## config.mk

```make
export PLATFORM = sky130hd
export DESIGN_NAME = decimal_seven_segment_formatter_flat
export DESIGN_NICKNAME = d
export VERILOG_FILES = /design/src/hw/rtl/dssf_pkg.sv /design/src/hw/rtl/dssf_ifs.sv /design/src/hw/rtl/dssf_digit_cell.sv /design/src/hw/rtl/dssf_digit_row.sv /design/src/hw/rtl/dssf_frame_queue.sv /design/src/hw/rtl/decimal_seven_segment_formatter.sv /design/src/flat_wrapper.sv
export SDC_FILE = /design/constraint.sdc
export NUM_CORES = 2
export LEC_CHECK = 0
export ABC_CLOCK_PERIOD_IN_PS = 10360
export BUFFER_PORTS_ARGS = -buffer_cell sky130_fd_sc_hd__buf_2
export CAP_MARGIN = 20
export CELL_PAD_IN_SITES_DETAIL_PLACEMENT = 2
export CELL_PAD_IN_SITES_GLOBAL_PLACEMENT = 2
export CORE_MARGIN = 2
export CORE_UTILIZATION = 35
export CTS_BUF_LIST = sky130_fd_sc_hd__clkbuf_4 sky130_fd_sc_hd__clkbuf_8
export DETAILED_ROUTE_END_ITERATION = 8
export GPL_ROUTABILITY_DRIVEN = 1
export PLACE_DENSITY_LB_ADDON = 0.1
export SLEW_MARGIN = 0
export SYNTH_ARGS = -nofsm -noshare
export SYNTH_HDL_FRONTEND = slang
export SYNTH_SLANG_ARGS = --single-unit
```

## constraint.sdc

```tcl
create_clock -name clock -period 10.36 [get_ports clock]
set_clock_uncertainty 0.15 [all_clocks]
set_input_delay 1.036 -clock clock [delete_from_list [all_inputs] [get_ports clock]]
set_output_delay 1.036 -clock clock [all_outputs]
set_load 0.02 [all_outputs]
```

## src/hw/rtl/dssf_pkg.sv

```systemverilog
`default_nettype none

package dssf_pkg;

   // field widths
   localparam int VOL_W   = 24;
   localparam int PRICE_W = 16;
   localparam int TOT_W   = 40;
   localparam int POS_W   = 5;
   localparam int SEG_W   = 8;

   // binary to decimal conversion: every row shifts its own 40-bit source
   localparam int CONV_BITS  = 40;
   localparam int STEP_BITS  = 4;
   localparam int CONV_STEPS = CONV_BITS / STEP_BITS;
   localparam int STEP_CNT_W = $clog2(CONV_STEPS);

   localparam int TOT_DIGITS   = 13;
   localparam int VOL_DIGITS   = 8;
   localparam int PRICE_DIGITS = 5;

   // frame layout
   localparam int SECT_DIGITS = 6;
   localparam int UNIT_DIGITS = 4;
   localparam int TOTAL_DROP  = 2;
   localparam int FRAME_SLOTS = 16;
   localparam int PUMP_SLOTS  = 16;
   localparam int TOTAL_SLOTS = 15;
   localparam int SLOT_CNT_W  = $clog2(FRAME_SLOTS + 1);

   localparam int POS_VOL_FIRST   = 6;
   localparam int POS_UNIT_FIRST  = 25;
   localparam int POS_PRICE_POINT = 27;
   localparam int POS_UNIT_LAST   = 28;
   localparam int POS_VOL_POINT   = 9;
   localparam int POS_TOTAL_POINT = 16;
   localparam int POS_TOT_POINT   = 8;

   localparam logic [SEG_W-1:0] SEG_BLANK   = 8'h00;
   localparam logic [SEG_W-1:0] SEG_POINT   = 8'h01;
   localparam logic [SEG_W-1:0] CHAR_UNIT_A = 8'hEE;
   localparam logic [SEG_W-1:0] CHAR_UNIT_B = 8'h2A;
   localparam logic [SEG_W-1:0] CHAR_UNIT_C = 8'h60;

   typedef logic [3:0] bcd_type;

   typedef enum logic {
      OP_PUMP  = 1'b0,
      OP_TOTAL = 1'b1
   } opcode_type;

   typedef struct packed {
      logic load;
      logic step;
   } row_ctl_type;

   function automatic logic [SEG_W-1:0] seg_of_digit(input bcd_type d);
      logic [SEG_W-1:0] c;
      case (d)
         4'd0:    c = 8'hFC;
         4'd1:    c = 8'h60;
         4'd2:    c = 8'hDA;
         4'd3:    c = 8'hF2;
         4'd4:    c = 8'h66;
         4'd5:    c = 8'hB6;
         4'd6:    c = 8'hBE;
         4'd7:    c = 8'hE0;
         4'd8:    c = 8'hFE;
         4'd9:    c = 8'hF6;
         default: c = SEG_BLANK;
      endcase
      return c;
   endfunction

   // lit is low once everything from this digit up is zero
   function automatic logic [SEG_W-1:0] digit_code(input bcd_type d, input logic lit,
                                                   input logic pt);
      logic [SEG_W-1:0] c;
      c = seg_of_digit(d);
      if (pt) begin
         c = c | SEG_POINT;
      end
      return lit ? c : SEG_BLANK;
   endfunction

endpackage

`default_nettype wire

```

## src/hw/rtl/dssf_ifs.sv

```systemverilog
`default_nettype none

interface dssf_req_if;
   import dssf_pkg::*;

   logic                 valid;
   logic                 ready;
   opcode_type           opcode;
   logic [VOL_W-1:0]     volume_hundredths;
   logic [PRICE_W-1:0]   price_tenths;
   logic [TOT_W-1:0]     totalizer_thousandths;

   modport source (output valid, output opcode, output volume_hundredths,
                   output price_tenths, output totalizer_thousandths, input ready);
   modport sink   (input valid, input opcode, input volume_hundredths,
                   input price_tenths, input totalizer_thousandths, output ready);
endinterface

interface dssf_rsp_if;
   import dssf_pkg::*;

   logic               valid;
   logic               ready;
   logic [POS_W-1:0]   position;
   logic [SEG_W-1:0]   segment_code;
   logic               last;

   modport source (output valid, output position, output segment_code, output last,
                   input ready);
   modport sink   (input valid, input position, input segment_code, input last,
                   output ready);
endinterface

`default_nettype wire

```

## src/hw/rtl/dssf_digit_cell.sv

```systemverilog
`default_nettype none

// One BCD digit of a shift-add-3 converter. While step is high it takes STEP
// bits per cycle from the lower neighbor and hands STEP bits to the upper one.
module dssf_digit_cell #(
   parameter int STEP = dssf_pkg::STEP_BITS
) (
   input  logic              clock,
   input  logic              clear,
   input  logic              step,
   input  logic [STEP-1:0]   shift_in,
   output logic [STEP-1:0]   shift_out,
   output dssf_pkg::bcd_type digit
);
   import dssf_pkg::*;

   bcd_type digit_ff;
   bcd_type digit_in;

   // first bit to enter is shift_in[STEP-1]
   always_comb begin
      bcd_type work;
      work = digit_ff;
      shift_out = '0;
      for (int j = STEP - 1; j >= 0; j--) begin
         if (work >= 4'd5) begin
            work = work + 4'd3;
         end
         shift_out[j] = work[3];
         work = {work[2:0], shift_in[j]};
      end
      digit_in = work;
   end

   always_ff @(posedge clock) begin
      if (clear) begin
         digit_ff <= '0;
      end else if (step) begin
         digit_ff <= digit_in;
      end
   end

   assign digit = digit_ff;

endmodule

`default_nettype wire

```

## src/hw/rtl/dssf_digit_row.sv

```systemverilog
`default_nettype none

// Source shifter feeding a chain of digit cells, MSB first.
module dssf_digit_row #(
   parameter int NUM_DIGITS = dssf_pkg::TOT_DIGITS,
   parameter int SRC_WIDTH  = dssf_pkg::CONV_BITS,
   parameter int STEP       = dssf_pkg::STEP_BITS
) (
   input  logic                                   clock,
   input  dssf_pkg::row_ctl_type                  ctl,
   input  logic [SRC_WIDTH-1:0]                   value,
   output dssf_pkg::bcd_type [NUM_DIGITS-1:0]     digits,
   output logic [STEP-1:0]                        spill
);
   import dssf_pkg::*;

   logic [SRC_WIDTH-1:0] src_ff;
   logic [SRC_WIDTH-1:0] src_in;
   logic [NUM_DIGITS:0][STEP-1:0] link;

   assign src_in  = {src_ff[SRC_WIDTH-STEP-1:0], {STEP{1'b0}}};
   assign link[0] = src_ff[SRC_WIDTH-1 -: STEP];
   assign spill   = link[NUM_DIGITS];

   always_ff @(posedge clock) begin
      if (ctl.load) begin
         src_ff <= value;
      end else if (ctl.step) begin
         src_ff <= src_in;
      end
   end

   for (genvar k = 0; k < NUM_DIGITS; k++) begin : g_cell
      dssf_digit_cell #(
         .STEP (STEP)
      ) u_cell (
         .clock     (clock),
         .clear     (ctl.load),
         .step      (ctl.step),
         .shift_in  (link[k]),
         .shift_out (link[k+1]),
         .digit     (digits[k])
      );
   end

endmodule

`default_nettype wire

```

## src/hw/rtl/dssf_frame_queue.sv

```systemverilog
`default_nettype none

// Builds the frame bytes of one readout from the decimal digits and shifts
// them out, lowest position first.
module dssf_frame_queue (
   input  logic                                          clock,
   input  logic                                          reset,
   input  logic                                          load,
   input  dssf_pkg::opcode_type                          opcode,
   input  dssf_pkg::bcd_type [dssf_pkg::TOT_DIGITS-1:0]  big_digits,
   input  dssf_pkg::bcd_type [dssf_pkg::VOL_DIGITS-1:0]  vol_digits,
   input  dssf_pkg::bcd_type [dssf_pkg::PRICE_DIGITS-1:0] price_digits,
   output logic                                          can_load,
   dssf_rsp_if.source                                    rsp
);
   import dssf_pkg::*;

   localparam int UNIT_SLOT = 2 * SECT_DIGITS;

   logic [SEG_W-1:0]      code_ff  [FRAME_SLOTS];
   logic [SEG_W-1:0]      code_in  [FRAME_SLOTS];
   logic [POS_W-1:0]      pos_ff   [FRAME_SLOTS];
   logic [POS_W-1:0]      pos_in   [FRAME_SLOTS];
   logic [SEG_W-1:0]      fill_code[FRAME_SLOTS];
   logic [POS_W-1:0]      fill_pos [FRAME_SLOTS];
   logic [SLOT_CNT_W-1:0] cnt_ff;
   logic [SLOT_CNT_W-1:0] cnt_in;
   logic [TOT_DIGITS-1:0]   big_lit;
   logic [VOL_DIGITS-1:0]   vol_lit;
   logic [PRICE_DIGITS-1:0] price_lit;
   logic                    pop;

   assign pop      = rsp.valid & rsp.ready;
   assign can_load = (cnt_ff == '0) || ((cnt_ff == SLOT_CNT_W'(1)) && pop);

   // a digit shows while anything from it upward is nonzero
   always_comb begin
      big_lit[TOT_DIGITS-1] = big_digits[TOT_DIGITS-1] != 4'd0;
      for (int k = TOT_DIGITS - 2; k >= 0; k--) begin
         big_lit[k] = big_lit[k+1] | (big_digits[k] != 4'd0);
      end
      vol_lit[VOL_DIGITS-1] = vol_digits[VOL_DIGITS-1] != 4'd0;
      for (int k = VOL_DIGITS - 2; k >= 0; k--) begin
         vol_lit[k] = vol_lit[k+1] | (vol_digits[k] != 4'd0);
      end
      price_lit[PRICE_DIGITS-1] = price_digits[PRICE_DIGITS-1] != 4'd0;
      for (int k = PRICE_DIGITS - 2; k >= 0; k--) begin
         price_lit[k] = price_lit[k+1] | (price_digits[k] != 4'd0);
      end
   end

   always_comb begin
      for (int e = 0; e < SECT_DIGITS; e++) begin
         fill_pos[e] = POS_W'(POS_VOL_FIRST + e);
         if (opcode == OP_TOTAL) begin
            fill_code[e] = digit_code(big_digits[SECT_DIGITS-1-e], big_lit[SECT_DIGITS-1-e],
                                      fill_pos[e] == POS_W'(POS_TOT_POINT));
         end else begin
            fill_code[e] = digit_code(vol_digits[SECT_DIGITS-1-e], vol_lit[SECT_DIGITS-1-e],
                                      fill_pos[e] == POS_W'(POS_VOL_POINT));
         end
      end
      for (int e = SECT_DIGITS; e < 2 * SECT_DIGITS; e++) begin
         fill_pos[e] = POS_W'(POS_VOL_FIRST + e);
         if (opcode == OP_TOTAL) begin
            // totalizer quotient carries on past the volume section, no point
            fill_code[e] = digit_code(big_digits[3*SECT_DIGITS-1-e],
                                      big_lit[3*SECT_DIGITS-1-e], 1'b0);
         end else begin
            // money total: drop two digits of the product for the /100
            fill_code[e] = digit_code(big_digits[TOTAL_DROP+2*SECT_DIGITS-1-e],
                                      big_lit[TOTAL_DROP+2*SECT_DIGITS-1-e],
                                      fill_pos[e] == POS_W'(POS_TOTAL_POINT));
         end
      end
      for (int u = 0; u < UNIT_DIGITS; u++) begin
         fill_pos[UNIT_SLOT+u]  = POS_W'(POS_UNIT_FIRST + u);
         fill_code[UNIT_SLOT+u] = digit_code(price_digits[UNIT_DIGITS-1-u],
                                             price_lit[UNIT_DIGITS-1-u],
                                             fill_pos[UNIT_SLOT+u] ==
                                             POS_W'(POS_PRICE_POINT));
      end
      if (opcode == OP_TOTAL) begin
         // fixed unit characters, second unit position skipped
         fill_pos[UNIT_SLOT]    = POS_W'(POS_UNIT_FIRST);
         fill_code[UNIT_SLOT]   = CHAR_UNIT_A;
         fill_pos[UNIT_SLOT+1]  = POS_W'(POS_PRICE_POINT);
         fill_code[UNIT_SLOT+1] = CHAR_UNIT_B;
         fill_pos[UNIT_SLOT+2]  = POS_W'(POS_UNIT_LAST);
         fill_code[UNIT_SLOT+2] = CHAR_UNIT_C;
      end
   end

   always_comb begin
      for (int i = 0; i < FRAME_SLOTS; i++) begin
         code_in[i] = code_ff[i];
         pos_in[i]  = pos_ff[i];
         if (load) begin
            code_in[i] = fill_code[i];
            pos_in[i]  = fill_pos[i];
         end else if (pop && (i < FRAME_SLOTS - 1)) begin
            code_in[i] = code_ff[(i + 1) % FRAME_SLOTS];
            pos_in[i]  = pos_ff[(i + 1) % FRAME_SLOTS];
         end
      end
      cnt_in = cnt_ff;
      if (load) begin
         cnt_in = (opcode == OP_TOTAL) ? SLOT_CNT_W'(TOTAL_SLOTS) : SLOT_CNT_W'(PUMP_SLOTS);
      end else if (pop) begin
         cnt_in = cnt_ff - SLOT_CNT_W'(1);
      end
   end

   always_ff @(posedge clock) begin
      if (reset) begin
         cnt_ff <= '0;
      end else begin
         cnt_ff <= cnt_in;
      end
   end

   always_ff @(posedge clock) begin
      for (int i = 0; i < FRAME_SLOTS; i++) begin
         code_ff[i] <= code_in[i];
         pos_ff[i]  <= pos_in[i];
      end
   end

   assign rsp.valid        = cnt_ff != '0;
   assign rsp.position     = pos_ff[0];
   assign rsp.segment_code = code_ff[0];
   assign rsp.last         = cnt_ff == SLOT_CNT_W'(1);

   a_load_count: assert property (@(posedge clock) disable iff (reset)
      load |=> (cnt_ff == SLOT_CNT_W'(PUMP_SLOTS)) || (cnt_ff == SLOT_CNT_W'(TOTAL_SLOTS)))
      else $error("frame queue loaded with wrong byte count");

   a_drain_empty: assert property (@(posedge clock) disable iff (reset)
      pop && rsp.last && !load |=> cnt_ff == '0)
      else $error("frame queue not empty after last transaction");

endmodule

`default_nettype wire

```

## src/hw/rtl/decimal_seven_segment_formatter.sv

```systemverilog
// Flow: an accepted readout converts in the digit rows, waits in CV_DONE until
// the output queue can load it, then shows its first byte. One byte per cycle
// while rsp_ch.ready is high; 16 bytes a readout (pump) or 15 (totalizer). The
// next readout converts (4 bits a cycle) in the digit rows as the queue drains.
// Reset: synchronous, active high; clears the converter state and empties the
// output queue. No clearing pass.
`default_nettype none

module decimal_seven_segment_formatter (
   input  logic      clock,
   input  logic      reset,
   dssf_req_if.sink  req_ch,
   dssf_rsp_if.source rsp_ch
);
   import dssf_pkg::*;

   typedef enum logic [2:0] {
      CV_IDLE = 3'b001,
      CV_RUN  = 3'b010,
      CV_DONE = 3'b100
   } conv_state_type;

   conv_state_type          state_ff;
   conv_state_type          state_in;
   logic [STEP_CNT_W-1:0]   step_cnt_ff;
   logic [STEP_CNT_W-1:0]   step_cnt_in;
   opcode_type              opcode_ff;
   logic                    accept;
   logic                    xfer;
   logic                    can_load;
   row_ctl_type             ctl;
   logic [VOL_W+PRICE_W-1:0] product;
   logic [CONV_BITS-1:0]    big_value;
   logic [CONV_BITS-1:0]    vol_value;
   logic [CONV_BITS-1:0]    price_value;
   logic [STEP_BITS-1:0]    big_spill;
   logic [STEP_BITS-1:0]    vol_spill;
   logic [STEP_BITS-1:0]    price_spill;
   bcd_type [TOT_DIGITS-1:0]   big_digits;
   bcd_type [VOL_DIGITS-1:0]   vol_digits;
   bcd_type [PRICE_DIGITS-1:0] price_digits;

   assign product     = (VOL_W+PRICE_W)'(req_ch.volume_hundredths) *
                        (VOL_W+PRICE_W)'(req_ch.price_tenths);
   assign big_value   = (req_ch.opcode == OP_TOTAL) ? req_ch.totalizer_thousandths : product;
   assign vol_value   = CONV_BITS'(req_ch.volume_hundredths);
   assign price_value = CONV_BITS'(req_ch.price_tenths);

   assign xfer         = (state_ff == CV_DONE) && can_load;
   assign req_ch.ready = (state_ff == CV_IDLE) || xfer;
   assign accept       = req_ch.valid & req_ch.ready;
   assign ctl.load     = accept;
   assign ctl.step     = state_ff == CV_RUN;

   always_comb begin
      state_in    = state_ff;
      step_cnt_in = step_cnt_ff;
      case (state_ff)
         CV_IDLE: begin
            if (accept) begin
               state_in = CV_RUN;
            end
         end
         CV_RUN: begin
            if (step_cnt_ff == STEP_CNT_W'(CONV_STEPS - 1)) begin
               state_in = CV_DONE;
            end
         end
         CV_DONE: begin
            if (xfer) begin
               state_in = accept ? CV_RUN : CV_IDLE;
            end
         end
         default: begin
            state_in = CV_IDLE;
         end
      endcase
      if (accept) begin
         step_cnt_in = '0;
      end else if (state_ff == CV_RUN) begin
         step_cnt_in = step_cnt_ff + STEP_CNT_W'(1);
      end
   end

   always_ff @(posedge clock) begin
      if (reset) begin
         state_ff <= CV_IDLE;
      end else begin
         state_ff <= state_in;
      end
   end

   always_ff @(posedge clock) begin
      step_cnt_ff <= step_cnt_in;
      if (accept) begin
         opcode_ff <= req_ch.opcode;
      end
   end

   // product in pump mode, totalizer otherwise
   dssf_digit_row #(
      .NUM_DIGITS (TOT_DIGITS),
      .SRC_WIDTH  (CONV_BITS),
      .STEP       (STEP_BITS)
   ) u_big_row (
      .clock  (clock),
      .ctl    (ctl),
      .value  (big_value),
      .digits (big_digits),
      .spill  (big_spill)
   );

   dssf_digit_row #(
      .NUM_DIGITS (VOL_DIGITS),
      .SRC_WIDTH  (CONV_BITS),
      .STEP       (STEP_BITS)
   ) u_vol_row (
      .clock  (clock),
      .ctl    (ctl),
      .value  (vol_value),
      .digits (vol_digits),
      .spill  (vol_spill)
   );

   dssf_digit_row #(
      .NUM_DIGITS (PRICE_DIGITS),
      .SRC_WIDTH  (CONV_BITS),
      .STEP       (STEP_BITS)
   ) u_price_row (
      .clock  (clock),
      .ctl    (ctl),
      .value  (price_value),
      .digits (price_digits),
      .spill  (price_spill)
   );

   dssf_frame_queue u_queue (
      .clock        (clock),
      .reset        (reset),
      .load         (xfer),
      .opcode       (opcode_ff),
      .big_digits   (big_digits),
      .vol_digits   (vol_digits),
      .price_digits (price_digits),
      .can_load     (can_load),
      .rsp          (rsp_ch)
   );

   a_busy_stall: assert property (@(posedge clock) disable iff (reset)
      state_ff == CV_RUN |-> !req_ch.ready)
      else $error("transaction accepted during conversion");

   a_accept_starts: assert property (@(posedge clock) disable iff (reset)
      accept |=> (state_ff == CV_RUN) && (step_cnt_ff == '0))
      else $error("conversion did not start after accept");

   a_done_holds: assert property (@(posedge clock) disable iff (reset)
      (state_ff == CV_DONE) && !xfer |=> state_ff == CV_DONE)
      else $error("converted digits lost before hand-off");

   a_no_spill: assert property (@(posedge clock) disable iff (reset)
      ctl.step |-> (big_spill == '0) && (vol_spill == '0) && (price_spill == '0))
      else $error("digit row overflow");

endmodule

`default_nettype wire

```

## src/flat_wrapper.sv

```systemverilog
// flat-port wrapper written by rule: the top's interface ports become plain ports
module decimal_seven_segment_formatter_flat import dssf_pkg::*;
  (clock, reset, req_ch_valid, req_ch_opcode, req_ch_volume_hundredths, req_ch_price_tenths, req_ch_totalizer_thousandths, req_ch_ready, rsp_ch_valid, rsp_ch_position, rsp_ch_segment_code, rsp_ch_last, rsp_ch_ready);
  dssf_req_if req_ch_i ();
  dssf_rsp_if rsp_ch_i ();
  input  logic clock;
  input  logic reset;
  input wire logic [$bits(req_ch_i.valid)-1:0] req_ch_valid;
  input wire logic [$bits(req_ch_i.opcode)-1:0] req_ch_opcode;
  input wire logic [$bits(req_ch_i.volume_hundredths)-1:0] req_ch_volume_hundredths;
  input wire logic [$bits(req_ch_i.price_tenths)-1:0] req_ch_price_tenths;
  input wire logic [$bits(req_ch_i.totalizer_thousandths)-1:0] req_ch_totalizer_thousandths;
  output wire logic [$bits(req_ch_i.ready)-1:0] req_ch_ready;
  output wire logic [$bits(rsp_ch_i.valid)-1:0] rsp_ch_valid;
  output wire logic [$bits(rsp_ch_i.position)-1:0] rsp_ch_position;
  output wire logic [$bits(rsp_ch_i.segment_code)-1:0] rsp_ch_segment_code;
  output wire logic [$bits(rsp_ch_i.last)-1:0] rsp_ch_last;
  input wire logic [$bits(rsp_ch_i.ready)-1:0] rsp_ch_ready;
  assign req_ch_i.valid = req_ch_valid;
  assign req_ch_i.opcode = req_ch_opcode;
  assign req_ch_i.volume_hundredths = req_ch_volume_hundredths;
  assign req_ch_i.price_tenths = req_ch_price_tenths;
  assign req_ch_i.totalizer_thousandths = req_ch_totalizer_thousandths;
  assign req_ch_ready = req_ch_i.ready;
  assign rsp_ch_valid = rsp_ch_i.valid;
  assign rsp_ch_position = rsp_ch_i.position;
  assign rsp_ch_segment_code = rsp_ch_i.segment_code;
  assign rsp_ch_last = rsp_ch_i.last;
  assign rsp_ch_i.ready = rsp_ch_ready;
  decimal_seven_segment_formatter u_core (.clock(clock), .reset(reset), .req_ch(req_ch_i), .rsp_ch(rsp_ch_i));
endmodule
```

==> reports/summary.txt <==
post-synth top area share = 0.152
# clock sinks = 582
Die Ht = 383 µm
worst skew pair latency = 0.84 ns
critical path type = primary input to flop
sequential share of the synthesized area = 0.271
hold buffer count at cts = 0
GRT overflow = 0
final period utilization = 0.739
Core ar. = 0.143 mm²
first-pass GRT wire length = 260 mm
share of cells above drive strength 1 = 0.0888
# resized after CTS = 0
post-layout net count = 6590
Pleak = 0.0245 µW
Finished Layout Cells = 7720
area grow syn2layout = 9.23%
M1 GR Usage = 0.287
status = complete, no violations
DRT Wirelength = 164 mm
Hold Crit Class = flop to flop
mapped cell area = 0.0503 mm²
slowest cell delay on critical path = 0.56 ns
YS warnings = 0
Row Count = 139
combinational share of power = 0.658
critical-path cell list = buf_2 > nand2_1 > fa_1 > inv_1 > fa_1 > inv_1 > fa_1 > inv_1 > fa_1 > fa_1 > inv_1 > fa_1 > inv_1 > ha_1 > a211oi_1 > nor3_1 > a211oi_1 > o211ai_1 > a41oi_1 > o21ai_0 > a221o_1 > o31ai_1 > xnor2_1 > o22ai_1
vias in the first global route = 45024
total number of vias = 41096
die width = 383 µm
Worst-Margin Slew = 1.17 ns
sequential power share = 0.191
Num CTS Buffers = 109
leading area contributor after synthesis = dfxtp_1
Sw Share = 0.496
Req. time, crit path = 10.76 ns
number of synthesized flops with an enable pin = 200
initial antenna violation count = 9
Initial Utilization = 0.352
Clk pwr share = 0.151
Setup Buffers After CTS = 0
final hold vios = 0
crit path DAT = 8.05 ns
Mapped Nets = 6602
Crit. End Element = flop
Post-Synthesis Cells = 5732
most frequent cell after synthesis = nand2_1
Crit-path slowest cell = fa_1
Routed WL per cell = 21.2 µm
ranking of synthesized cells by area = dfxtp_1 (15%), fa_1 (12%), edfxtp_1 (12%), ha_1 (12%), nand2_1 (5.9%)
Starting DRT DRC Count = 1793
sw power = 8470 µW
Syn Area/Cell = 8.78 µm²
Cell variety after synth = 115
Top Usage Layer GRT = met2
most used cell, CP = fa_1
synth cell count leaders = nand2_1 (785), inv_1 (713), ha_1 (479)
dpl cells = 7510
CP Launch Type = primary input
Post-route DRC = 0
Detail Route Antenna Nets = 0
fmax = 131 MHz
largest net degree at the start of global routing = 108
met2 GRT Util = 0.396
top fanout value on the critical path = 25
# port buffers = 100
GP Congestion = 0.804
clk root buf = clkbuf_8
Via density = 5.32
CTS clk-pin slew, worst paths = 0.06 ns
relative slew slack = 0.215
Power Internal = 8620 µW
VDD IR max = 0.324 mV
Total Die Area = 0.147 mm²
Post-DP HPWL = 124 mm
fin crit period = 7.65 ns
RSZ-0062 raised after global routing = no
CP top delay family = adder cells
Max-Cap Viols = 0
worst path bufs/invs = 6
TritonRoute pass-1 iters = 5
ys async rst share = 0
Final setup viols = 0
Max Slew Vio Count = 0
Tot GR Track Use = 0.223
#FFs+latches synth = 582
Clock Path Buffers = 3
Top-Level Pins = 101
met3 GRT Util = 0.0222
CTS tree = yes
H-Tree Depth = 3
Synth Flop Type = dfxtp_1
total negative setup slack = 0 ns
PwrDens = 311 mW/mm²
[worst paths after layout]
path | from | end | slack (ns) | cells past startpoint
max | req_ch_price_tenths[6] | u_core.u_big_row.src_ff[39] | 2.71 | 24
min | u_core.u_queue.pos_ff[0][8] | u_core.u_queue.pos_ff[0][3] | 0.30 | 2
max reg2reg | u_core.u_big_row.g_cell[8].u_cell.digit[0] | flop | 3.10 | 30
min reg2reg | u_core.u_queue.pos_ff[0][8] | u_core.u_queue.pos_ff[0][3] | 0.30 | 2
[layout by cell type, fill, tap and decap left out, types with 25 or more instances in the layout]
master and count:
mux2i_1 152, o22ai_1 40, mux2_2 76, o21ai_0 287, nand2_1 783, inv_1 712, o211ai_1 54, o221ai_1 26
nor3_1 62, a211oi_1 40, ha_1 479, a21o_1 92, clkbuf_4 43, a21oi_1 244, dfxtp_1 382, a31oi_1 28
nand3_1 121, xnor2_1 96, o21a_1 43, nor2b_1 70, edfxtp_1 200, buf_2 100, or3_1 27, fa_1 306
a22o_1 59, clkbuf_8 134, and3_1 39, a22oi_1 46, and2_1 208, xor2_1 25, nor3b_1 33, nand2b_1 111
nor2_1 207, a32oi_1 33
[per-stage QoR]
stage                     setup WS [ns]  hold WS (ns)  instance area (µm²)  utilization  total power (µW)
after floorplan                    2.66         0.271                50300            -             11200
after global placement             1.98         0.285                52400        0.366             14400
after detailed placement           1.80         0.300                52400        0.366             14700
after CTS                          2.73         0.282                54900        0.384             17400
after global routing               2.37         0.322                55000        0.384             18800
final                              2.71         0.301                55000        0.384             17100
[per-layer routing]
layer  vias up  share of wire
li1      19495              -
met1     20918           0.46
met2       472           0.49
met3       203          0.026
met4         8          0.024
met5         -        0.00032
[power by group through the flow]
stage	logic, µW	registers (µW)	clock network, µW
final	11200	3270	2570
after global routing	12700	3320	2760
after CTS	11500	3270	2660
after detailed placement	11400	3310	0
after global placement	11100	3300	0
after floorplan	8000	3200	0
[worst register-to-register path, delay by kind of cell (launching register included)]
family	cells	cell delay, ns
compound gates	6	1.54
xor+xnor	3	0.66
fa+ha+maj	5	1.10
buf+inv	5	0.73
flops	1	0.39
mux	1	0.30
simple gates	10	2.31
[final cells by class]
type                            count  area, µm²
Clock buffer                      177       2170
Tap cell                         1903       2380
Multi-Input combinational cell   4179      33000
Timing Repair Buffer              124        711
Antenna cell                        4       10.0
Fill cell                       15903      88200
Sequential cell                   582      13700
Inverter                          724       2720
Clock inverter                     27        345
[kinds of logic after synthesis]
logic type,synth area share
DFF,0.271
and+or+nand+nor,0.172
buffers and inverters,0.0747
adders and majority gates,0.241
AOI/OAI and AO/OA,0.170
xor gates and xnor gates,0.0211
muxes,0.0500
Note: power is estimated with default switching activity, not from simulation.
